<file path="config.mk">
export PLATFORM = sky130hd
export DESIGN_NAME = rqch_div
export DESIGN_NICKNAME = d
export VERILOG_FILES = /design/src/design/rqch_pkg.sv /design/src/design/rqch_div.sv
export SDC_FILE = /design/constraint.sdc
export NUM_CORES = 1
export LEC_CHECK = 0
export ABC_AREA = 1
export BUFFER_PORTS_ARGS = -buffer_cell sky130_fd_sc_hd__buf_4
export CORE_MARGIN = 2
export CORE_UTILIZATION = 35
export DETAILED_ROUTE_END_ITERATION = 10
export PLACE_DENSITY_LB_ADDON = 0.3
export SYNTH_ARGS = -nofsm -noshare
export SYNTH_HDL_FRONTEND = slang
export SYNTH_SLANG_ARGS = --single-unit
</file>
<file path="constraint.sdc">
create_clock -name clk_i -period 2 [get_ports clk_i]
set_input_delay 0.2 -clock clk_i [delete_from_list [all_inputs] [get_ports clk_i]]
set_output_delay 0.2 -clock clk_i [all_outputs]
set_load 0.02 [all_outputs]
</file>
<file path="src/design/rqch_pkg.sv">
package rqch_pkg;

  localparam int unsigned MaxQuadsDef = 64;
  localparam int unsigned FracBitsDef = 16;
  localparam int unsigned AccW = 66;

  localparam logic [1:0] KindClear  = 2'd0;
  localparam logic [1:0] KindAppend = 2'd1;
  localparam logic [1:0] KindTrace  = 2'd2;

  typedef logic signed [31:0] s32_t;

  localparam s32_t S32Max = 32'sh7fff_ffff;
  localparam s32_t S32Min = 32'sh8000_0000;
  localparam logic signed [AccW-1:0] AccMax = 66'sd2147483647;
  localparam logic signed [AccW-1:0] AccMin = -66'sd2147483648;

  typedef struct packed {
    logic [1:0]  kind;
    s32_t        point_x;
    s32_t        point_y;
    s32_t        point_z;
    s32_t        axis_x;
    s32_t        axis_y;
    s32_t        axis_z;
    s32_t        tangent_x;
    s32_t        tangent_y;
    s32_t        tangent_z;
    logic [30:0] width;
    logic [30:0] height;
  } rqch_in_t;

  typedef struct packed {
    logic        hit;
    logic [5:0]  hit_quad;
    logic [30:0] hit_distance;
    logic [16:0] hit_u;
    logic [16:0] hit_v;
    logic        overflow;
  } rqch_out_t;

  typedef struct packed {
    s32_t [2:0]        center;
    s32_t [2:0]        normal;
    s32_t [2:0]        tangent;
    s32_t [2:0]        bitangent;
    logic [1:0][30:0]  half;
    logic [1:0][30:0]  inv;
  } quad_rec_t;

  typedef struct packed {
    logic       start;
    logic [1:0] cnt;
    logic [2:0] sub;
    logic       raw;
    s32_t       init;
    s32_t [2:0] a;
    s32_t [2:0] b;
  } mac_req_t;

  typedef struct packed {
    logic                   done;
    logic signed [AccW-1:0] acc;
  } mac_rsp_t;

  function automatic logic signed [AccW-1:0] sx66(input s32_t v);
    return {{(AccW-32){v[31]}}, v};
  endfunction

  function automatic s32_t sat32(input logic signed [AccW-1:0] v);
    s32_t r;
    if (v > AccMax) begin
      r = S32Max;
    end else if (v < AccMin) begin
      r = S32Min;
    end else begin
      r = v[31:0];
    end
    return r;
  endfunction

  function automatic logic [31:0] abs32(input s32_t v);
    logic [31:0] r;
    r = v;
    if (v[31]) begin
      r = ~r + 32'd1;
    end
    return r;
  endfunction

endpackage

</file>
<file path="src/design/rqch_div.sv">
module rqch_div import rqch_pkg::*; #(
  parameter int unsigned NW = 32 + FracBitsDef
) (
  input  logic          clk_i,
  input  logic          rst_ni,
  input  logic          start_i,
  input  logic [NW-1:0] num_i,
  input  logic [31:0]   den_i,
  output logic          done_o,
  output logic [NW-1:0] quo_o
);

  localparam int unsigned CntW = $clog2(NW + 1);

  logic [31:0]   rem_q, den_q;
  logic [NW-1:0] quo_q;
  logic [CntW-1:0] cnt_q;
  logic          busy_q, done_q;

  logic [32:0]   trial, diff;

  always_comb begin
    trial = {rem_q, quo_q[NW-1]};
    diff  = trial - {1'b0, den_q};
  end

  always_ff @(posedge clk_i or negedge rst_ni) begin
    if (!rst_ni) begin
      rem_q  <= '0;
      den_q  <= '0;
      quo_q  <= '0;
      cnt_q  <= '0;
      busy_q <= 1'b0;
      done_q <= 1'b0;
    end else begin
      done_q <= 1'b0;
      if (start_i) begin
        rem_q  <= '0;
        den_q  <= den_i;
        quo_q  <= num_i;
        cnt_q  <= CntW'(NW);
        busy_q <= 1'b1;
      end else if (busy_q) begin
        if (!diff[32]) begin
          rem_q <= diff[31:0];
          quo_q <= {quo_q[NW-2:0], 1'b1};
        end else begin
          rem_q <= trial[31:0];
          quo_q <= {quo_q[NW-2:0], 1'b0};
        end
        cnt_q <= cnt_q - CntW'(1);
        if (cnt_q == CntW'(1)) begin
          busy_q <= 1'b0;
          done_q <= 1'b1;
        end
      end
    end
  end

  assign done_o = done_q;
  assign quo_o  = quo_q;

endmodule

</file>
==> impl_metrics.csv <==
group,metric,value,unit
outcome,status,"finished with violations",
outcome,violations,"negative setup slack",
placed_design,port_buffers,131,
timing,slew_viol_final,0,
die,initial_utilization,35.9,%
pwr,p_int,8.61,mW
timing,min_period,2.25,ns
pwr,p_sw_share,41.3,%
drt,drc_errors,0,
setup_path,cp-end-kind,"register",
layout,final_util,54.0,%
global_route,grt_pass1_wl,39400,microns
placed_design,gp_congestion,0.938,
synth,synthDistinctLibCells,34,
clocking,root_buffer,"clkbuf_16",
placed_design,dp_hpwl,17100,microns
pwr,power.share.clock,22.5,%
timing,final-setup-viol-count,33,
die,die_w,154,microns
layout,syn_to_final_growth,50.6,%
drt,wire_per_inst,13.4,microns
synth,yosys_warnings,0,
layout,fillCellCount,2124,
timing,slew_headroom,61.8,%
layout,design_area,0.0118,sq mm
synth,yosysTopAreaCell,"dfrtp_1",
pwr,switchingPower,6.06,mW
pwr,power_density,1240,mW/mm^2
die,core,0.0219,sq mm
timing,grt_setup_unrepaired,"true",
drt,drt_iter0_drc,557,
layout,finalNonFillerCells,1791,
layout,drive_gt1_share,24.8,%
global_route,grt_pass1_vias,8287,
clocking,clock_path_buffers,2,
drt,ant_nets,0,
pwr,seqPwrFrac,21.5,%
clocking,clock-sinks,120,
die,dieArea,0.0237,sq mm
placed_design,dpl.cell_count,1679,
placed_design,dp_slack,-0.244,ns
die,ios,132,
synth,synth_flop_cell,"dfrtp_1",
flow_run,drv_cap,0,
setup_path,start_kind,"register",
timing,hold_viol,0,
timing,fmax,0.443,GHz
synth,syn_avg_cell_area,6.81,sq um
drt,vias,8251,
pwr,share_comb_of_total_power,55.9,%
setup_path,crit_type,"reg -> reg",
timing,worst_pin_slew,0.573,ns
drt,totalWireLength,24000,microns
global_route,grt.total_usage,20.3,%
timing,whs,0.0101,ns
synth,syn_nets,1271,
clocking,tritoncts,"built",
synth,synth_edf_count,0,
timing,final.setup_skew,0.0142,ns
setup_path,critPathMaxFanout,6,
global_route,antenna_found_initial,0,
synth,netlist_top_cells_area,"dfrtp_1 (38%), nand2_1 (21%), inv_1 (11%)",
setup_path,cp.arrival,2.57,ns
synth,synth_most_common_cell,"nand2_1",
drt,vias_per_cell,4.61,
synth,seq_area_frac_synth,38.2,%
die,chipHeight,154,microns
synth,yosys_register_bits,120,
clocking,h-tree-depth,4,
layout,diodes,0,
timing,tns,-7.14,ns
clocking,clkTransAtPathRegs,0.06,ns
timing,layout_setup_ws,-0.255,ns
pwr,leakagePower,6.62,nW
clocking,cts_buffers,17,
synth,async_reset_ff_share,100,%
worst_hold_path,hold_class,"in -> reg",
clocking,clk_latency,0.43,ns
synth,synth.cells.most_frequent,"nand2_1 (445), inv_1 (233), dfrtp_1 (120)",
synth,yosysTopAreaCellShare,38.2,%
timing,finalCritPeriodShare,113,%
layout,num-nets-final,1616,
die,rows,54,
synth,syn_inst,1153,
global_route,grt_max_degree,48,
setup_path,crit_required,2.31,ns
pwr,peakVddDrop,0.655,mV
placed_design,dpl-instance-area,0.0103,sq mm
global_route,grt_overflow,0,
pwr,total_power,14.7,mW
synth,syn_area,0.00785,sq mm
drt,dr.pass1.iters,5,
state kept, by name (all words and copies together), names as in the netlist:
name,flops
den_q,32
cnt_q,6
quo_o,48
rem_q,32
busy_q,1
done_o,1
cells by family after synthesis:
group / count (synthesis) / synth area share (%)
adders and majority gates: 35 / 5.67
DFF: 120 / 38.2
xor gates and xnor gates: 15 / 1.67
and+or+nand+nor: 603 / 31.4
AOI/OAI and AO/OA: 110 / 9.53
buffers and inverters: 270 / 13.5
final cells by class:
type                    count  area, sq um  share of cell area, %
well taps                 280          350                   2.96
flip-flops and latches    120         3000                   25.4
clock inverters            14          189                   1.60
inverters                 236          886                   7.49
clock buffers              18          429                   3.63
multi-input cells         766         4010                   33.9
repair buffers            357         2960                   25.0
worst max-delay path, stage by stage (launching register included):
cell,delay (ns)
dfrtp_2,0.41
inv_2,0.08
ha_4,0.13
inv_2,0.04
fa_2,0.34
nand2_2,0.08
nand2_1,0.06
nand3b_1,0.10
nand2_2,0.07
nand2_2,0.05
nand2_2,0.06
nand2_4,0.11
nand3_4,0.19
nand2_4,0.23
nand2_1,0.07
nand3_1,0.08
nand2_1,0.05
placed cells by master (no fill, tap or decap), drive strengths merged:
cell / synthesis / routed
a21o: 3 / 3
a21oi: 19 / 19
a22oi: 1 / 1
and2: 3 / 3
and3: 1 / 1
buf: 9 / 284
bufinv: 0 / 3
clkbuf: 25 / 20
clkinv: 0 / 2
clkinvlp: 0 / 2
dfrtp: 120 / 120
dlygate4sd3: 0 / 71
fa: 1 / 1
ha: 34 / 34
inv: 236 / 243
nand2: 455 / 458
nand3: 69 / 69
nand3b: 5 / 5
nand4: 7 / 7
nor2: 57 / 57
nor3: 5 / 5
nor4: 1 / 1
o211ai: 1 / 1
o21ai: 37 / 37
o21bai: 3 / 3
o221ai: 45 / 45
o22ai: 1 / 1
xnor2: 15 / 15
power by group through the flow:
stage          combinational [mW]  clock [mW]  sequential [mW]
2_1_floorplan                4.26           0             3.29
3_3_place_gp                 7.31           0             3.17
4_1_cts                      7.79        3.35             3.16
6_report                     8.21        3.30             3.16
3_5_place_dp                 7.38           0             3.19
5_1_grt                      9.11        3.47             3.22
repair_timing:
item / CTS / global route
cloned: 2 / 3
resized for setup: 10 / 18
endpoints found under the setup margin: 33 / 33
hold buffers: 71 / 0
setup buffers: 2 / 2
hold endpoints to repair: 105 / 0
pin swaps: 0 / 10
per-layer routing:
layer	global-route usage, %	routed length (microns)
met4	5.42	475
met3	5.47	1470
met2	34.3	11100
met1	25.6	10900
met5	0	0
path summary, 6_finish.rpt:
path	startpoint	end	slack, ns	cells after the start
max	quo_o[47]	rem_q[8]	-0.25	16
max reg2reg	quo_o[47]	rem_q[8]	-0.25	16
min	num_i[16]	quo_o[16]	0.01	3
max in group asynchronous	rst_ni	quo_o[47]	1.07	3
min reg2reg	cnt_q[2]	cnt_q[2]	0.52	1
min in group asynchronous	rst_ni	rem_q[4]	0.33	2
No activity file was read; power rests on OpenSTA's default activity.
