`src/design/rqch_pkg.sv`:
```
package rqch_pkg;

  localparam int unsigned MaxQuadsDef = 64;
  localparam int unsigned FracBitsDef = 16;
  localparam int unsigned AccW = 66;

  localparam logic [1:0] KindClear  = 2'd0;
  localparam logic [1:0] KindAppend = 2'd1;
  localparam logic [1:0] KindTrace  = 2'd2;

  typedef logic signed [31:0] s32_t;

  localparam s32_t S32Max = 32'sh7fff_ffff;
  localparam s32_t S32Min = 32'sh8000_0000;
  localparam logic signed [AccW-1:0] AccMax = 66'sd2147483647;
  localparam logic signed [AccW-1:0] AccMin = -66'sd2147483648;

  typedef struct packed {
    logic [1:0]  kind;
    s32_t        point_x;
    s32_t        point_y;
    s32_t        point_z;
    s32_t        axis_x;
    s32_t        axis_y;
    s32_t        axis_z;
    s32_t        tangent_x;
    s32_t        tangent_y;
    s32_t        tangent_z;
    logic [30:0] width;
    logic [30:0] height;
  } rqch_in_t;

  typedef struct packed {
    logic        hit;
    logic [5:0]  hit_quad;
    logic [30:0] hit_distance;
    logic [16:0] hit_u;
    logic [16:0] hit_v;
    logic        overflow;
  } rqch_out_t;

  typedef struct packed {
    s32_t [2:0]        center;
    s32_t [2:0]        normal;
    s32_t [2:0]        tangent;
    s32_t [2:0]        bitangent;
    logic [1:0][30:0]  half;
    logic [1:0][30:0]  inv;
  } quad_rec_t;

  typedef struct packed {
    logic       start;
    logic [1:0] cnt;
    logic [2:0] sub;
    logic       raw;
    s32_t       init;
    s32_t [2:0] a;
    s32_t [2:0] b;
  } mac_req_t;

  typedef struct packed {
    logic                   done;
    logic signed [AccW-1:0] acc;
  } mac_rsp_t;

  function automatic logic signed [AccW-1:0] sx66(input s32_t v);
    return {{(AccW-32){v[31]}}, v};
  endfunction

  function automatic s32_t sat32(input logic signed [AccW-1:0] v);
    s32_t r;
    if (v > AccMax) begin
      r = S32Max;
    end else if (v < AccMin) begin
      r = S32Min;
    end else begin
      r = v[31:0];
    end
    return r;
  endfunction

  function automatic logic [31:0] abs32(input s32_t v);
    logic [31:0] r;
    r = v;
    if (v[31]) begin
      r = ~r + 32'd1;
    end
    return r;
  endfunction

endpackage

```
`src/design/rqch_mac.sv`:
```
module rqch_mac import rqch_pkg::*; #(
  parameter int unsigned FracBits = FracBitsDef
) (
  input  logic     clk_i,
  input  logic     rst_ni,
  input  mac_req_t req_i,
  output mac_rsp_t rsp_o
);

  localparam logic [63:0] LowMask = (64'd1 << FracBits) - 64'd1;

  s32_t [2:0]             a_q, b_q;
  logic [2:0]             sub_q;
  logic                   raw_q, busy_q, pend_q, psub_q, done_q;
  logic [1:0]             cnt_q, idx_q;
  logic signed [63:0]     prod_q;
  logic signed [AccW-1:0] acc_q;

  logic signed [63:0]     shr;
  logic                   low_nz;
  logic signed [AccW-1:0] term;

  always_comb begin
    shr    = prod_q >>> FracBits;
    low_nz = |(prod_q & LowMask);
    if (raw_q) begin
      term = {{(AccW-64){prod_q[63]}}, prod_q};
    end else begin
      term = {{(AccW-64){shr[63]}}, shr} +
             {{(AccW-1){1'b0}}, prod_q[63] & low_nz};
    end
  end

  always_ff @(posedge clk_i or negedge rst_ni) begin
    if (!rst_ni) begin
      a_q    <= '0;
      b_q    <= '0;
      sub_q  <= '0;
      raw_q  <= 1'b0;
      busy_q <= 1'b0;
      pend_q <= 1'b0;
      psub_q <= 1'b0;
      done_q <= 1'b0;
      cnt_q  <= '0;
      idx_q  <= '0;
      prod_q <= '0;
      acc_q  <= '0;
    end else begin
      done_q <= 1'b0;
      if (req_i.start) begin
        a_q    <= req_i.a;
        b_q    <= req_i.b;
        sub_q  <= req_i.sub;
        raw_q  <= req_i.raw;
        cnt_q  <= req_i.cnt;
        idx_q  <= '0;
        pend_q <= 1'b0;
        busy_q <= 1'b1;
        acc_q  <= sx66(req_i.init);
      end else if (busy_q) begin
        if (idx_q < cnt_q) begin
          prod_q <= $signed(a_q[idx_q]) * $signed(b_q[idx_q]);
          psub_q <= sub_q[idx_q];
          idx_q  <= idx_q + 2'd1;
          pend_q <= 1'b1;
        end else begin
          pend_q <= 1'b0;
        end
        if (pend_q) begin
          acc_q <= psub_q ? acc_q - term : acc_q + term;
        end
        if (idx_q == cnt_q && pend_q) begin
          busy_q <= 1'b0;
          done_q <= 1'b1;
        end
      end
    end
  end

  assign rsp_o.done = done_q;
  assign rsp_o.acc  = acc_q;

endmodule

```
`config.mk`:
```
export PLATFORM = sky130hd
export DESIGN_NAME = rqch_mac
export DESIGN_NICKNAME = d
export VERILOG_FILES = /design/src/design/rqch_pkg.sv /design/src/design/rqch_mac.sv
export SDC_FILE = /design/constraint.sdc
export NUM_CORES = 2
export LEC_CHECK = 0
export BUFFER_PORTS_ARGS = -buffer_cell sky130_fd_sc_hd__buf_4
export CORE_MARGIN = 2
export CORE_UTILIZATION = 50
export DETAILED_ROUTE_END_ITERATION = 16
export PLACE_DENSITY = 0.77
export SLEW_MARGIN = 15
export SYNTH_ARGS = -nofsm -noshare
export SYNTH_HDL_FRONTEND = slang
export SYNTH_SLANG_ARGS = --single-unit
export TNS_END_PERCENT = 10
```
`constraint.sdc`:
```
create_clock -name clk_i -period 20.5 [get_ports clk_i]
set_input_delay 2.05 -clock clk_i [delete_from_list [all_inputs] [get_ports clk_i]]
set_output_delay 2.05 -clock clk_i [all_outputs]
set_load 0.02 [all_outputs]
```
==> impl_metrics.toml <==
[floorplanning]
die-height_um = 342.0
dieWidth_um = 342.0
initial_core_util = 0.5056
rows = 123
die_area_um2 = 116900
core_area_um2 = 113000
pin_count = 300

[global_route]
grt_usage = 0.3466
globalRouteOverflowTotal = 0
grt_pass1_wl_mm = 302.5
antenna_found_initial = 8
grt_pass1_vias = 49793
grt_max_degree = 168

[timing]
finalSetupViolCount = 0
skew_ns = 0.02964
period_needed_ns = 11.44
setup_tns_ns = 0
slew_violations = 0
tightest_slew_ns = 1.230
rsz0062_at_grt = "no"
hold_viol_final = 0
min_period_over_period = 0.5579
max_slew_margin = 0.1802
fmax_ghz = 0.08743

[clocking]
cts_tree = "done"
clk_path_buf_depth = 3
cts.repair.resized = 0
post_cts_buffers = 0
clock-root-buffer = "clkbuf_16"
clk_latency_ns = 0.59
hold_buffers = 0
clkTransAtPathRegs_ns = 0.07
cts.sinks = 334
htreeDepth = 2
cts_buffers = 37

[critical_path]
max_stage_delay_ns = 0.93
critical-path-slowest-cell = "fa_1"
critPathCaptureType = "register"
crit_path_start_kind = "register"
worst-r2r-setup-slack_ns = 9.06
critPathMaxFanout = 66
crit_required_ns = 20.91
r2r_end = "prod_q[62]$_DFFE_PN0P_"
ff2ff_path_depth = 31
critPathKind = "reg -> reg"
worstPathArrival_ns = 11.85
r2r-start = "idx_q[1]$_DFFE_PN0P_"

[min_path]
hp-class = "reg -> reg"
min_from = "a_q[22]$_DFFE_PN0P_"
hold_depth = 1
whs_endpoint = "a_q[22]$_DFFE_PN0P_"

[logic_synthesis]
synth-compound-area-share = 0.09804
synthAdderAreaFrac = 0.4353
synthTopCellsByCount = "fa_1, inv_1, nand2_1, nor2_1, dfrtp_1"
synth_largest_area_cell = "fa_1"
synthCells = 6337
syn_area_um2 = 57110
ys_types = 87
synth_nets = 7907
yosys_warnings = 0
synth-edff-count = 0
ys_ff_latch = 334
synth-seq-area-share = 0.1464
synthMuxAreaShare = 0.05536
synthTopCellsByArea = "fa_1, dfrtp_1, inv_1"
synth_most_common_cell = "fa_1"
ys.flop_type = "dfrtp_1"
synth-async-reset-ratio = 1.000
avgSynthCellArea_um2 = 9.012
synth_xor_area_frac = 0.03098
synth_top_family_by_area = "adder cells"
yosysTopAreaCellShare = 0.3796
synthSimpleGateAreaFrac = 0.1412

[cells_and_area]
stdcell_area_um2 = 62120
syn2layout_area_growth_pct = 8.783
nNetsFinal = 8004
drive_gt1_frac = 0.1154

[detailed_routing]
drt-total-wl_mm = 200.0
drt-pass1-iter-count = 7
wire_per_inst_um = 25.12
num_vias = 47833
dr.first_iter.drc_count = 5230
avgViaCountPerCell = 6.008
drc_errors = 0
antenna_left = 0

[status]
outcome = "complete, no violations"

[place]
port_buffers = 299
globalplace.congestion = 1.051
dpl_cell_area_um2 = 60870
hpwlAfterDp_mm = 155.0

[run]
drv_cap = 0
[layout make-up]
type	count	area, um2
timing repair buffer	412	3120
antenna	3	7.507
fill	10083	50840
clock buffer	46	1031
clock inverter	17	214.0
multi-input combinational	4606	43590
inverter	1043	3915
tap	1500	1877
sequential	334	8368
[registers in the layout, indices dropped and copies added, names as in the netlist, 2 cells and up]
name	flops
cnt_q	2
prod_q	64
a_q	96
sub_q	3
b_q	96
acc_q	66
idx_q	2
[cell usage in the layout (no fill, tap or decap), types with 203 or more instances in the layout]
cell type  Yosys  final
nand2_1      752    750
mux2_2       203    203
a21oi_1      313    288
fa_1        1083   1083
inv_1       1041   1041
buf_4          1    409
dfrtp_1      334    330
nor2_1       746    745
ha_1         254    254
o21ai_0      204    204
[worst max-delay path by stage]
stage	depth (start not counted)	from	endpoint	slack [ns]
finish	31	idx_q[1]$_DFFE_PN0P_	prod_q[62]$_DFFE_PN0P_	9.06
global route	31	idx_q[1]$_DFFE_PN0P_	prod_q[62]$_DFFE_PN0P_	8.62
CTS	31	idx_q[1]$_DFFE_PN0P_	prod_q[62]$_DFFE_PN0P_	9.24
detailed placement	31	idx_q[1]$_DFFE_PN0P_	prod_q[62]$_DFFE_PN0P_	9.29
global placement	29	idx_q[1]$_DFFE_PN0P_	prod_q[62]$_DFFE_PN0P_	9.45
floorplan	32	idx_q[1]$_DFFE_PN0P_	prod_q[62]$_DFFE_PN0P_	10.99
[critical path: cells and delay by family, from the launching register on]
kind / cells / cell delay [ns]
fa+ha+maj: 9 / 4.75
buf+inv: 10 / 2.68
compound gates: 8 / 2.34
flops: 1 / 0.72
simple gates: 3 / 0.53
xor+xnor: 1 / 0.15
[stage by stage]
step / utilization / setup slack, ns / hold WS [ns] / std cells
floorplan: - / 10.99 / 0.4544 / 6337
global placement: 0.5388 / 9.453 / 0.4879 / 7895
detailed placement: 0.5388 / 9.288 / 0.4947 / 7895
CTS: 0.5499 / 9.235 / 0.5076 / 7958
global route: 0.5499 / 8.620 / 0.5187 / 7960
finish: 0.5500 / 9.062 / 0.5059 / 7961
[metal layers]
metal	global-route usage	share of wire	vias up
li1	-	-	20132
met1	0.4200	0.35	23728
met2	0.5261	0.43	3103
met3	0.1112	0.13	862
met4	0.2414	0.090	8
met5	0	0.00031	-
[logic make-up (layout without fill, tap and decap cells)]
family | Yosys count | after routing
AO/OA/AOI/OAI | 901 | 901
XOR/XNOR | 202 | 202
adder cells (fa/ha/maj) | 1337 | 1337
buffers and inverters | 1397 | 1518
flip-flops | 334 | 334
multiplexers | 290 | 290
other | 0 | 3
AND/OR/NAND/NOR | 1876 | 1876
Power is not shown: default switching activity piles up to over one toggle a cycle in this logic, so the estimate is an artifact.
