===== config.mk =====
export PLATFORM = sky130hd
export DESIGN_NAME = rqch_isqrt
export DESIGN_NICKNAME = d
export VERILOG_FILES = /design/src/design/rqch_pkg.sv /design/src/design/rqch_isqrt.sv
export SDC_FILE = /design/constraint.sdc
export NUM_CORES = 1
export LEC_CHECK = 0
export BUFFER_PORTS_ARGS = -buffer_cell sky130_fd_sc_hd__buf_2
export CORE_MARGIN = 3
export CORE_UTILIZATION = 25
export CTS_BUF_LIST = sky130_fd_sc_hd__clkbuf_8
export CTS_CLUSTER_SIZE = 20
export DETAILED_ROUTE_END_ITERATION = 10
export PLACE_DENSITY_LB_ADDON = 0.05
export SYNTH_ARGS = -nofsm -noshare
export SYNTH_HDL_FRONTEND = slang
export SYNTH_SLANG_ARGS = --single-unit

===== constraint.sdc =====
create_clock -name clk_i -period 14.6 [get_ports clk_i]
set_clock_uncertainty 0.05 [all_clocks]
set_input_delay 2.92 -clock clk_i [delete_from_list [all_inputs] [get_ports clk_i]]
set_output_delay 2.92 -clock clk_i [all_outputs]
set_load 0.01 [all_outputs]

===== src/design/rqch_pkg.sv =====
package rqch_pkg;

  localparam int unsigned MaxQuadsDef = 64;
  localparam int unsigned FracBitsDef = 16;
  localparam int unsigned AccW = 66;

  localparam logic [1:0] KindClear  = 2'd0;
  localparam logic [1:0] KindAppend = 2'd1;
  localparam logic [1:0] KindTrace  = 2'd2;

  typedef logic signed [31:0] s32_t;

  localparam s32_t S32Max = 32'sh7fff_ffff;
  localparam s32_t S32Min = 32'sh8000_0000;
  localparam logic signed [AccW-1:0] AccMax = 66'sd2147483647;
  localparam logic signed [AccW-1:0] AccMin = -66'sd2147483648;

  typedef struct packed {
    logic [1:0]  kind;
    s32_t        point_x;
    s32_t        point_y;
    s32_t        point_z;
    s32_t        axis_x;
    s32_t        axis_y;
    s32_t        axis_z;
    s32_t        tangent_x;
    s32_t        tangent_y;
    s32_t        tangent_z;
    logic [30:0] width;
    logic [30:0] height;
  } rqch_in_t;

  typedef struct packed {
    logic        hit;
    logic [5:0]  hit_quad;
    logic [30:0] hit_distance;
    logic [16:0] hit_u;
    logic [16:0] hit_v;
    logic        overflow;
  } rqch_out_t;

  typedef struct packed {
    s32_t [2:0]        center;
    s32_t [2:0]        normal;
    s32_t [2:0]        tangent;
    s32_t [2:0]        bitangent;
    logic [1:0][30:0]  half;
    logic [1:0][30:0]  inv;
  } quad_rec_t;

  typedef struct packed {
    logic       start;
    logic [1:0] cnt;
    logic [2:0] sub;
    logic       raw;
    s32_t       init;
    s32_t [2:0] a;
    s32_t [2:0] b;
  } mac_req_t;

  typedef struct packed {
    logic                   done;
    logic signed [AccW-1:0] acc;
  } mac_rsp_t;

  function automatic logic signed [AccW-1:0] sx66(input s32_t v);
    return {{(AccW-32){v[31]}}, v};
  endfunction

  function automatic s32_t sat32(input logic signed [AccW-1:0] v);
    s32_t r;
    if (v > AccMax) begin
      r = S32Max;
    end else if (v < AccMin) begin
      r = S32Min;
    end else begin
      r = v[31:0];
    end
    return r;
  endfunction

  function automatic logic [31:0] abs32(input s32_t v);
    logic [31:0] r;
    r = v;
    if (v[31]) begin
      r = ~r + 32'd1;
    end
    return r;
  endfunction

endpackage


===== src/design/rqch_isqrt.sv =====
module rqch_isqrt import rqch_pkg::*; (
  input  logic        clk_i,
  input  logic        rst_ni,
  input  logic        start_i,
  input  logic [63:0] rad_i,
  output logic        done_o,
  output logic [31:0] root_o
);

  logic [63:0] x_q, res_q, one_q;
  logic        busy_q, done_q;
  logic [63:0] sum;

  assign sum = res_q + one_q;

  always_ff @(posedge clk_i or negedge rst_ni) begin
    if (!rst_ni) begin
      x_q    <= '0;
      res_q  <= '0;
      one_q  <= '0;
      busy_q <= 1'b0;
      done_q <= 1'b0;
    end else begin
      done_q <= 1'b0;
      if (start_i) begin
        x_q    <= rad_i;
        res_q  <= '0;
        one_q  <= 64'd1 << 62;
        busy_q <= 1'b1;
      end else if (busy_q) begin
        if (x_q >= sum) begin
          x_q   <= x_q - sum;
          res_q <= (res_q >> 1) + one_q;
        end else begin
          res_q <= res_q >> 1;
        end
        one_q <= one_q >> 2;
        if (one_q == 64'd1) begin
          busy_q <= 1'b0;
          done_q <= 1'b1;
        end
      end
    end
  end

  assign done_o = done_q;
  assign root_o = res_q[31:0];

endmodule


==> results of run 1 <==
cells in the mapped netlist, types with 45 or more instances:
library cell / count / share of area
sky130_fd_sc_hd__nor2_1: 241 / 0.055
sky130_fd_sc_hd__nand2_1: 228 / 0.052
sky130_fd_sc_hd__a21oi_1: 179 / 0.054
sky130_fd_sc_hd__dfrtp_1: 162 / 0.25
sky130_fd_sc_hd__o21ai_0: 162 / 0.049
sky130_fd_sc_hd__ha_1: 130 / 0.098
sky130_fd_sc_hd__clkbuf_1: 79 / 0.018
sky130_fd_sc_hd__xnor2_1: 75 / 0.040
sky130_fd_sc_hd__xor2_1: 72 / 0.038
sky130_fd_sc_hd__a31oi_1: 62 / 0.023
sky130_fd_sc_hd__mux2i_1: 47 / 0.028
sky130_fd_sc_hd__a21o_1: 46 / 0.021
sky130_fd_sc_hd__inv_1: 45 / 0.010
worst min-delay path by stage:
stage	depth (start not counted)	to	slack [ns]	startpoint
6_report	2	x_q[44]	0.49	x_q[44]
5_1_grt	2	x_q[44]	0.52	x_q[44]
4_1_cts	2	x_q[44]	0.50	x_q[44]
3_5_place_dp	2	x_q[44]	0.47	x_q[44]
3_3_place_gp	2	x_q[44]	0.48	x_q[44]
2_1_floorplan	2	x_q[44]	0.45	x_q[44]
per-stage QoR:
step                      instance area (um2)   util  total power [mW]  cells
after global routing                    17700  0.273              3.78   2972
after floorplan                         16500      -              2.47   2131
after CTS                               17700  0.273              3.48   2971
after detailed placement                17300  0.267              3.07   2939
final                                   17700  0.273              3.45   2972
after global placement                  17300  0.267              3.09   2939
metal layers:
metal / routed length, um / GRT usage
met4: 979 / 0.0398
met2: 26300 / 0.263
met5: 0 / 0
met1: 33400 / 0.271
met3: 2000 / 0.0288
power groups by stage:
stage                     sequential, mW  clock [mW]  combinational, mW
after global routing               0.728       0.414               2.64
after CTS                          0.710       0.403               2.36
after global placement             0.723           0               2.37
after floorplan                    0.638           0               1.84
final                              0.712       0.380               2.35
after detailed placement           0.716           0               2.35
cell families after synthesis:
group | synth area share
xor+xnor | 0.0779
flops | 0.245
fa+ha+maj | 0.0997
buf+inv | 0.0639
mux | 0.0305
simple gates | 0.200
compound gates | 0.282
registers in the layout, indices dropped and copies added (netlist names):
| signal | count |
|---|---|
| done_o | 1 |
| res_q | 64 |
| one_q | 32 |
| busy_q | 1 |
| x_q | 64 |
worst reg2reg max path, cell delays in order, from the launching register on:
cell and delay, ns:
sky130_fd_sc_hd__dfrtp_1 0.47, sky130_fd_sc_hd__ha_1 0.36, sky130_fd_sc_hd__a21o_1 0.14, sky130_fd_sc_hd__a31oi_1 0.16
sky130_fd_sc_hd__nor4_1 0.67, sky130_fd_sc_hd__o21ai_1 0.26, sky130_fd_sc_hd__a31oi_1 0.36, sky130_fd_sc_hd__o31a_1 0.23
sky130_fd_sc_hd__nor4_1 0.08, sky130_fd_sc_hd__or4b_1 0.54, sky130_fd_sc_hd__xor2_1 0.19, sky130_fd_sc_hd__ha_1 0.43
sky130_fd_sc_hd__nand4_1 0.21, sky130_fd_sc_hd__nor2_1 0.23, sky130_fd_sc_hd__nand2_1 0.17, sky130_fd_sc_hd__or4_1 0.44
sky130_fd_sc_hd__a311oi_2 0.44, sky130_fd_sc_hd__o22ai_4 0.35, sky130_fd_sc_hd__buf_4 0.44, sky130_fd_sc_hd__nor2_2 0.98
sky130_fd_sc_hd__nand3b_1 0.16, sky130_fd_sc_hd__mux2_2 0.31, sky130_fd_sc_hd__a21oi_1 0.15
cell type report:
class / count / area (um2)
multi-input cells: 1766 / 11400
inverters: 45 / 169
diodes: 1 / 2.50
clock inverters: 12 / 130
flip-flops and latches: 162 / 4060
well taps: 855 / 1070
clock buffers: 20 / 275
repair buffers: 111 / 601
fillers: 7130 / 47200
==> impl_metrics.env, run 1 <==
export IMPL_outcome="complete, no violations"
export IMPL_die_height_um=263
export IMPL_p_sw_frac=0.539
export IMPL_postSynth_asyncResetShare=1.00
export IMPL_tritoncts="yes"
export IMPL_timing_critical_path_arrival_ns=8.32
export IMPL_ant_nets=0
export IMPL_setup_slack_after_layout_ns=6.73
export IMPL_synth_edff_count=0
export IMPL_clk_insertion_delay_late_ns=0.59
export IMPL_globalRouteOverflowTotal=0
export IMPL_power_combinational_fraction=0.683
export IMPL_setup_reg_to_reg_worst_slack_ns=6.73
export IMPL_via_count=15500
export IMPL_power_leakage_nw=7.64
export IMPL_dp_wirelength_um=48100
export IMPL_synth_lib_cells_used_distinct=100
export IMPL_worst_path_largest_cell_delay_ns=0.95
export IMPL_layout_area_overhead_vs_synth_pct=7.33
export IMPL_yosysWarningCount=0
export IMPL_final_setup_viol_count=0
export IMPL_layout_worst_path_cycle_share=0.539
export IMPL_worstSetupEndpoint="res_q[62]"
export IMPL_setup_total_negative_slack_ns=0
export IMPL_cp_depth=22
export IMPL_placementRows=93
export IMPL_synth_sequential_area_ratio=0.245
export IMPL_track_usage=0.179
export IMPL_wl_per_cell_um=21.1
export IMPL_synth_nets=2329
export IMPL_floorplan_die_area_um2=69200
export IMPL_endpoint_type_of_the_worst_setup_path="flip-flop"
export IMPL_clock_group_share_of_total_power=0.110
export IMPL_synth_seq_cells=162
export IMPL_crit_path_top_delay_cell="sky130_fd_sc_hd__nor2_2"
export IMPL_dr_pass1_iters=5
export IMPL_number_of_buffers_created_by_cts=17
export IMPL_detailedRoute_firstIterationViolations=1144
export IMPL_numPortBuffers=99
export IMPL_grt_setup_unrepaired="false"
export IMPL_crit_chain="ha_1 > a21o_1 > a31oi_1 > nor4_1 > o21ai_1 > a31oi_1 > o31a_1 > nor4_1 > or4b_1 > xor2_1 > ha_1 > nand4_1 > nor2_1 > nand2_1 > or4_1 > a311oi_2 > o22ai_4 > buf_4 > nor2_2 > nand3b_1 > mux2_2 > a21oi_1"
export IMPL_critPathTopFamily="simple AND/OR/NAND/NOR gates"
export IMPL_powerDensity_nw_per_um2=194
export IMPL_fmax_mhz=127
export IMPL_dieWidth_um=263
export IMPL_gp_congestion=0.851
export IMPL_cts_root_buf="sky130_fd_sc_hd__clkbuf_8"
export IMPL_tightestPinTransition_ns=1.18
export IMPL_worst_setup_path_startpoint="res_q[2]"
export IMPL_drive_above_1_share=0.0959
export IMPL_design_core_area_um2=64900
export IMPL_final_hold_violation_count=0
export IMPL_cts_buffer_depth=2
export IMPL_timing_max_slew_rel_slack=0.214
export IMPL_timing_critical_path_buf_inv=1
export IMPL_drv_slew=0
export IMPL_net_switching_power_mw=1.86
export IMPL_first_pass_grt_wire_length_um=96000
export IMPL_ff2ff_path_depth=22
export IMPL_pin_count_of_the_biggest_net_entering_global_routing=77
export IMPL_shortest_period_the_worst_path_allows_ns=7.87
export IMPL_layout_cells_most_common_list="241 x sky130_fd_sc_hd__nor2_1, 227 x sky130_fd_sc_hd__nand2_1, 179 x sky130_fd_sc_hd__a21oi_1"
export IMPL_post_drt_via_cell_ratio=5.20
export IMPL_mostFrequentLayoutCell="sky130_fd_sc_hd__nor2_1"
export IMPL_timing_setup_critical_path_class="flip-flop to flip-flop"
export IMPL_vias_in_the_first_global_route=15400
export IMPL_post_cts_setup_buffers=0
export IMPL_worstHoldPathType="flip-flop to flip-flop"
export IMPL_timing_rr_start="res_q[2]"
export IMPL_synth_area_per_cell_um2=7.75
export IMPL_timing_critical_path_fanout_max=53
export IMPL_mapped_area_um2=16500
export IMPL_pwr_share_seq=0.207
export IMPL_antenna_violations_before_repair=2
export IMPL_nNetsFinal=2301
export IMPL_cts_htree_levels=4
export IMPL_dr_drc_count=0
export IMPL_power_report_internal_total_mw=1.59
export IMPL_cts_clk_slew_worst_paths_ns=0.11
export IMPL_drt_total_wl_um=62800
export IMPL_cts_sinks=162
export IMPL_boundaryPins=100
export IMPL_postSynth_topFlopCell="sky130_fd_sc_hd__dfrtp_1"
export IMPL_post_cts_resized_instances=0
export IMPL_synth_cells=2131
export IMPL_max_cap_violations=0
export IMPL_cts_hold_buffers=0
export IMPL_cp_required_ns=15.05
export IMPL_timing_hold_ws_ns=0.494
export IMPL_setup_slack_placement_ns=6.75
export IMPL_critPathLaunchType="flip-flop"
export IMPL_worst_r2r_endpoint="res_q[62]"
export IMPL_vdd_ir_drop_max_uv=101
export IMPL_floorplan_initialDensity=0.254
Power figures use the tool's default switching activity.
==> run 2: changes to the inputs <==
- clock period: 14.6 -> 6.5 ns (I/O delays scaled with it)
==> run 2 against run 1 <==
Net effect: critical path type unchanged; highest routed layer unchanged; sequential share of layout area decreased by 0.86 points; global-route usage increased by 0.41 points; flip-flop and latch count unchanged; hold slack improved by 0.0085 ns; largest power group unchanged.
==> impl_metrics.env, run 2 (synthesized netlist as in run 1, its figures left out) <==
export IMPL_outcome="complete, no violations"
export IMPL_grt_setup_unrepaired="false"
export IMPL_floorplan_initialDensity=0.254
export IMPL_power_combinational_fraction=0.697
export IMPL_dp_cells=3002
export IMPL_vdd_ir_drop_max_uv=249
export IMPL_detailedRoute_firstIterationViolations=1085
export IMPL_gp_congestion=0.858
export IMPL_post_drt_via_cell_ratio=5.21
export IMPL_power_leakage_nw=8.04
export IMPL_track_usage=0.183
export IMPL_dr_drc_count=0
export IMPL_dieWidth_um=263
export IMPL_ant_nets=0
export IMPL_timing_max_slew_rel_slack=0.392
export IMPL_pin_count_of_the_biggest_net_entering_global_routing=150
export IMPL_via_count=15800
export IMPL_design_core_area_um2=64900
export IMPL_timing_critical_path_fanout_max=48
export IMPL_drive_above_1_share=0.128
export IMPL_numPortBuffers=99
export IMPL_final_core_occ=0.284
export IMPL_die_height_um=263
export IMPL_cts_hold_buffers=0
export IMPL_shortest_period_the_worst_path_allows_ns=6.07
export IMPL_wl_per_cell_um=21.1
export IMPL_critPathLaunchType="flip-flop"
export IMPL_nNetsFinal=2365
export IMPL_mostFrequentLayoutCell="sky130_fd_sc_hd__nor2_1"
export IMPL_vias_in_the_first_global_route=15600
export IMPL_tightestPinTransition_ns=0.912
export IMPL_boundaryPins=100
export IMPL_dp_wirelength_um=49500
export IMPL_timing_critical_path_arrival_ns=6.50
export IMPL_cts_root_buf="sky130_fd_sc_hd__clkbuf_8"
export IMPL_antenna_violations_before_repair=2
export IMPL_clock_group_share_of_total_power=0.111
export IMPL_timing_setup_critical_path_class="flip-flop to flip-flop"
export IMPL_layout_worst_path_cycle_share=0.934
export IMPL_final_hold_violation_count=0
export IMPL_reg_largest_list="res_q: 64 flops, x_q: 64 flops, one_q: 32 flops"
export IMPL_first_pass_grt_wire_length_um=97700
export IMPL_cts_clk_slew_worst_paths_ns=0.12
export IMPL_pwr_share_seq=0.192
export IMPL_drv_slew=0
export IMPL_fillers=7153
export IMPL_clk_insertion_delay_late_ns=0.59
export IMPL_drt_total_wl_um=64000
export IMPL_fmax_mhz=165
export IMPL_layoutNonFillerInstCount=3040
export IMPL_endpoint_type_of_the_worst_setup_path="flip-flop"
export IMPL_powerDensity_nw_per_um2=442
export IMPL_tritoncts="yes"
export IMPL_max_cap_violations=0
export IMPL_setup_total_negative_slack_ns=0
export IMPL_power_report_internal_total_mw=3.87
export IMPL_floorplan_die_area_um2=69200
export IMPL_layout_cells_most_common_list="239 x sky130_fd_sc_hd__nor2_1, 227 x sky130_fd_sc_hd__nand2_1, 176 x sky130_fd_sc_hd__a21oi_1"
export IMPL_layout_area_overhead_vs_synth_pct=11.5
export IMPL_final_setup_viol_count=0
export IMPL_worstHoldPathType="flip-flop to flip-flop"
export IMPL_net_switching_power_mw=4.28
export IMPL_placementRows=93
export IMPL_p_sw_frac=0.525
export IMPL_dr_pass1_iters=5
export IMPL_globalRouteOverflowTotal=0
export IMPL_number_of_buffers_created_by_cts=17
export IMPL_cts_htree_levels=4
export IMPL_cts_buffer_depth=2
export IMPL_cts_sinks=162
export IMPL_cp_required_ns=6.93
-- run 2: cell type report --
cell class                      instances  area [um2]  share of cell area
Antenna cell                            5        12.5            0.000679
Clock buffer                           17         234              0.0127
Clock inverter                         15         194              0.0105
Inverter                               45         169             0.00917
Multi-Input combinational cell       1766       11500               0.624
Sequential cell                       162        4060               0.220
Tap cell                              855        1070              0.0581
Timing Repair Buffer                  175        1190              0.0645
-- run 2: timing repair --
action,in CTS,in global routing
pin swaps,0,3
endpoints found under the hold margin,0,0
endpoints found under the setup margin,11,119
resized for setup,3,17
buffers inserted,0,1
-- run 2: path summary, 6_finish.rpt --
path                               start        end  slack (ns)  depth (start not counted)
min in group asynchronous         rst_ni    x_q[52]        0.63                          1
worst max register to register  one_q[2]  res_q[37]        0.43                         23
worst min register to register   x_q[44]    x_q[44]        0.50                          2
worst min-delay path             x_q[44]    x_q[44]        0.50                          2
worst max-delay path            one_q[2]  res_q[37]        0.43                         23
max in group asynchronous         rst_ni     busy_q        4.68                          2
-- run 2: critical path, stage by stage, from the launching register on --
cell and delay [ns]:
sky130_fd_sc_hd__dfrtp_1 0.46, sky130_fd_sc_hd__ha_1 0.36, sky130_fd_sc_hd__a31o_2 0.20, sky130_fd_sc_hd__o211ai_2 0.13, sky130_fd_sc_hd__or3_1 0.45, sky130_fd_sc_hd__a31oi_4 0.20
sky130_fd_sc_hd__buf_4 0.17, sky130_fd_sc_hd__a21o_1 0.18, sky130_fd_sc_hd__a31oi_1 0.14, sky130_fd_sc_hd__o21a_1 0.22, sky130_fd_sc_hd__o21ai_1 0.19, sky130_fd_sc_hd__a31oi_1 0.12
sky130_fd_sc_hd__xor2_1 0.19, sky130_fd_sc_hd__ha_1 0.45, sky130_fd_sc_hd__nand4_1 0.17, sky130_fd_sc_hd__nor2_1 0.12, sky130_fd_sc_hd__nand2_1 0.13, sky130_fd_sc_hd__or4_1 0.49
sky130_fd_sc_hd__a311oi_4 0.27, sky130_fd_sc_hd__buf_4 0.19, sky130_fd_sc_hd__o22ai_4 0.13, sky130_fd_sc_hd__buf_12 0.20, sky130_fd_sc_hd__or3_2 0.46, sky130_fd_sc_hd__a311oi_1 0.26
-- run 2: metal layers --
metal,up-vias,share of wire,GRT usage
met3,45,0.034,0.0279
met2,286,0.42,0.265
met4,0,0.017,0.0447
met5,-,0,0
li1,7867,-,-
met1,7638,0.53,0.280
-- run 2: metrics by stage --
stage | instance area [um2] | setup WS, ns | total power [mW] | hold WS (ns)
2_1_floorplan | 16500 | 1.03 | 5.56 | 0.448
3_3_place_gp | 17900 | -0.0528 | 7.24 | 0.479
3_5_place_dp | 17900 | -0.0581 | 7.20 | 0.476
4_1_cts | 18300 | 0.0937 | 8.17 | 0.504
5_1_grt | 18400 | 0.0356 | 8.91 | 0.531
6_report | 18400 | 0.432 | 8.14 | 0.503
-- run 2: power by group through the flow --
stage	Sequential (mW)	Combinational (mW)	Clock (mW)
after global placement	1.58	5.65	0
after detailed placement	1.57	5.63	0
after CTS	1.56	5.66	0.951
after global routing	1.59	6.33	0.984
after floorplan	1.43	4.13	0
final	1.56	5.68	0.903
==> run 3: changes to the inputs <==
--- a/config.mk
+++ b/config.mk
@@ -13,2 +13,3 @@
 export DETAILED_ROUTE_END_ITERATION = 10
+export GPL_TIMING_DRIVEN = 0
 export PLACE_DENSITY_LB_ADDON = 0.05
--- a/constraint.sdc
+++ b/constraint.sdc
@@ -4,2 +4,2 @@
 set_output_delay 1.3 -clock clk_i [all_outputs]
-set_load 0.01 [all_outputs]
+set_load 0.005 [all_outputs]
==> run 3 against run 2 <==
Net effect: non-clock buffer count increased by 95; first-iteration DRC count increased by 9.1%; register-to-register slack got worse by 0.24 ns; clock power decreased by 5.4%; die area unchanged; core utilization increased by 0.96 points; setup slack got worse by 0.24 ns; power increased by 7.4%; final cell count increased by 3.2%; maximum frequency decreased by 3.8%; combinational power increased by 12%; largest cell class unchanged.
==> impl_metrics.env, run 3 (synthesized netlist as in run 1, its figures left out) <==
export IMPL_outcome="complete, no violations"
export IMPL_boundaryPins=100
export IMPL_globalRouteMet1Util=0.306
export IMPL_tritoncts="yes"
export IMPL_stdcell_area_um2=19000
export IMPL_shortest_period_the_worst_path_allows_ns=6.31
export IMPL_worst_path_largest_cell_delay_ns=0.57
export IMPL_numPortBuffers=98
export IMPL_dieWidth_um=263
export IMPL_detailedRoute_firstIterationViolations=1184
export IMPL_cts_root_buf="sky130_fd_sc_hd__clkbuf_8"
export IMPL_powerDensity_nw_per_um2=459
export IMPL_final_setup_viol_count=0
export IMPL_met2_usage=0.334
export IMPL_globalRouteMet3Util=0.0234
export IMPL_worstSetupEndpoint="res_q[37]"
export IMPL_worst_r2r_endpoint="res_q[37]"
export IMPL_drt_total_wl_um=74300
export IMPL_cts_htree_levels=4
export IMPL_dp_wirelength_um=59100
export IMPL_mostFrequentLayoutCell="sky130_fd_sc_hd__nor2_1"
export IMPL_layer_carrying_the_most_global_route_usage="met2"
export IMPL_drive_above_1_share=0.142
export IMPL_final_hold_violation_count=0
export IMPL_timing_critical_path_buf_inv=3
export IMPL_worst_setup_path_startpoint="res_q[14]"
export IMPL_floorplan_die_area_um2=69200
export IMPL_layout_cells_most_common_list="239 x sky130_fd_sc_hd__nor2_1, 225 x sky130_fd_sc_hd__nand2_1, 178 x sky130_fd_sc_hd__a21oi_1"
export IMPL_ant_nets=0
export IMPL_fillers=7185
export IMPL_design_core_area_um2=64900
export IMPL_dr_drc_count=0
export IMPL_final_core_occ=0.293
export IMPL_timing_critical_path_fanout_max=9
export IMPL_tightestPinTransition_ns=1.29
export IMPL_track_usage=0.212
export IMPL_ff2ff_path_depth=21
export IMPL_number_of_buffers_created_by_cts=17
export IMPL_dr_pass1_iters=5
export IMPL_worstHoldPathType="flip-flop to flip-flop"
export IMPL_cts_sinks=162
export IMPL_crit_path_top_delay_cell="sky130_fd_sc_hd__dfrtp_1"
export IMPL_vias_in_the_first_global_route=16500
export IMPL_via_count=16600
export IMPL_layout_worst_path_cycle_share=0.971
export IMPL_post_drt_via_cell_ratio=5.28
export IMPL_setup_reg_to_reg_worst_slack_ns=0.19
export IMPL_max_cap_violations=0
export IMPL_grt_setup_unrepaired="false"
export IMPL_cp_required_ns=6.94
export IMPL_endpoint_type_of_the_worst_setup_path="flip-flop"
export IMPL_critPathLaunchType="flip-flop"
export IMPL_clk_insertion_delay_late_ns=0.58
export IMPL_nNetsFinal=2460
export IMPL_antenna_violations_before_repair=1
export IMPL_critPathTopFamily="simple AND/OR/NAND/NOR gates"
export IMPL_timing_rr_start="res_q[14]"
export IMPL_gp_congestion=0.919
export IMPL_pin_count_of_the_biggest_net_entering_global_routing=100
export IMPL_layout_area_overhead_vs_synth_pct=15.3
export IMPL_floorplan_initialDensity=0.254
export IMPL_postPlaceCellArea_um2=18100
export IMPL_wl_per_cell_um=23.7
export IMPL_fmax_mhz=159
export IMPL_report_power_total_mw=8.74
export IMPL_placementRows=93
export IMPL_die_height_um=263
export IMPL_timing_max_slew_rel_slack=0.137
export IMPL_timing_critical_path_arrival_ns=6.75
export IMPL_vdd_ir_drop_max_uv=171
export IMPL_cp_depth=21
export IMPL_first_pass_grt_wire_length_um=110000
export IMPL_crit_chain="ha_1 > nand4_1 > nor4_4 > o21ai_2 > a31oi_2 > o31a_1 > nor4_2 > or4b_1 > xor2_1 > ha_4 > nand4_1 > nor2_2 > nand2_2 > or4_1 > a311oi_4 > buf_4 > o22ai_4 > buf_6 > buf_4 > or3_2 > a311oi_1"
export IMPL_cts_buffer_depth=2
export IMPL_cts_clk_slew_worst_paths_ns=0.10
export IMPL_power_leakage_nw=8.20
export IMPL_reg_largest_list="res_q: 64 flops, x_q: 64 flops, one_q: 32 flops"
export IMPL_drv_slew=0
export IMPL_globalRouteOverflowTotal=0
export IMPL_timing_setup_critical_path_class="flip-flop to flip-flop"
run 3: cell type report:
type / count / area [um2] / area share
diodes: 6 / 15.0 / 0.000789
plain buffers: 156 / 958 / 0.0503
clock buffers: 18 / 248 / 0.0130
clock inverters: 14 / 153 / 0.00802
inverters: 45 / 169 / 0.00887
multi-input cells: 1766 / 11700 / 0.615
flip-flops and latches: 162 / 4060 / 0.213
well taps: 855 / 1070 / 0.0562
repair buffers: 114 / 653 / 0.0343
run 3: repair_timing:
action                     CTS  global route
hold buffers                 0             0
buffers inserted             8             7
gates resized for setup     54            32
setup endpoints to repair  128           126
cloned                       0             0
pin swaps                    9             8
run 3: worst min path at each step:
stage,from,to,slack (ns),cells past startpoint
4_1_cts,x_q[44],x_q[44],0.50,2
3_5_place_dp,x_q[44],x_q[44],0.48,2
6_report,x_q[0],x_q[0],0.53,2
2_1_floorplan,x_q[44],x_q[44],0.45,2
3_3_place_gp,x_q[44],x_q[44],0.46,2
5_1_grt,x_q[0],x_q[0],0.57,2
run 3: routing by layer:
layer	wire (um)	vias to the layer above
li1	-	8068
met1	37000	8088
met2	33100	364
met3	2520	47
met4	1590	0
met5	0	-
run 3: power by group:
part	internal, mW	switching, mW	leakage, nW
clock network	0.356	0.498	0.203
registers	1.27	0.278	2.10
logic	2.41	3.93	5.89
total	4.03	4.71	8.20
run 3: tightest hold or removal path: cells and delay by family (launching register included):
kind,cells,cell delay [ns]
compound gates,2,0.19
flops,1,0.36
run 3: metrics by stage:
| stage | hold slack (ns) | setup slack, ns | instances | setup TNS [ns] |
|---|---|---|---|---|
| 2_1_floorplan | 0.448 | 1.03 | 2131 | 0 |
| 3_3_place_gp | 0.464 | -1.03 | 3084 | -77.61 |
| 3_5_place_dp | 0.476 | -0.994 | 3085 | -78.60 |
| 4_1_cts | 0.502 | 0.0351 | 3124 | 0 |
| 5_1_grt | 0.567 | 0.00104 | 3135 | 0 |
| 6_report | 0.528 | 0.192 | 3136 | 0 |
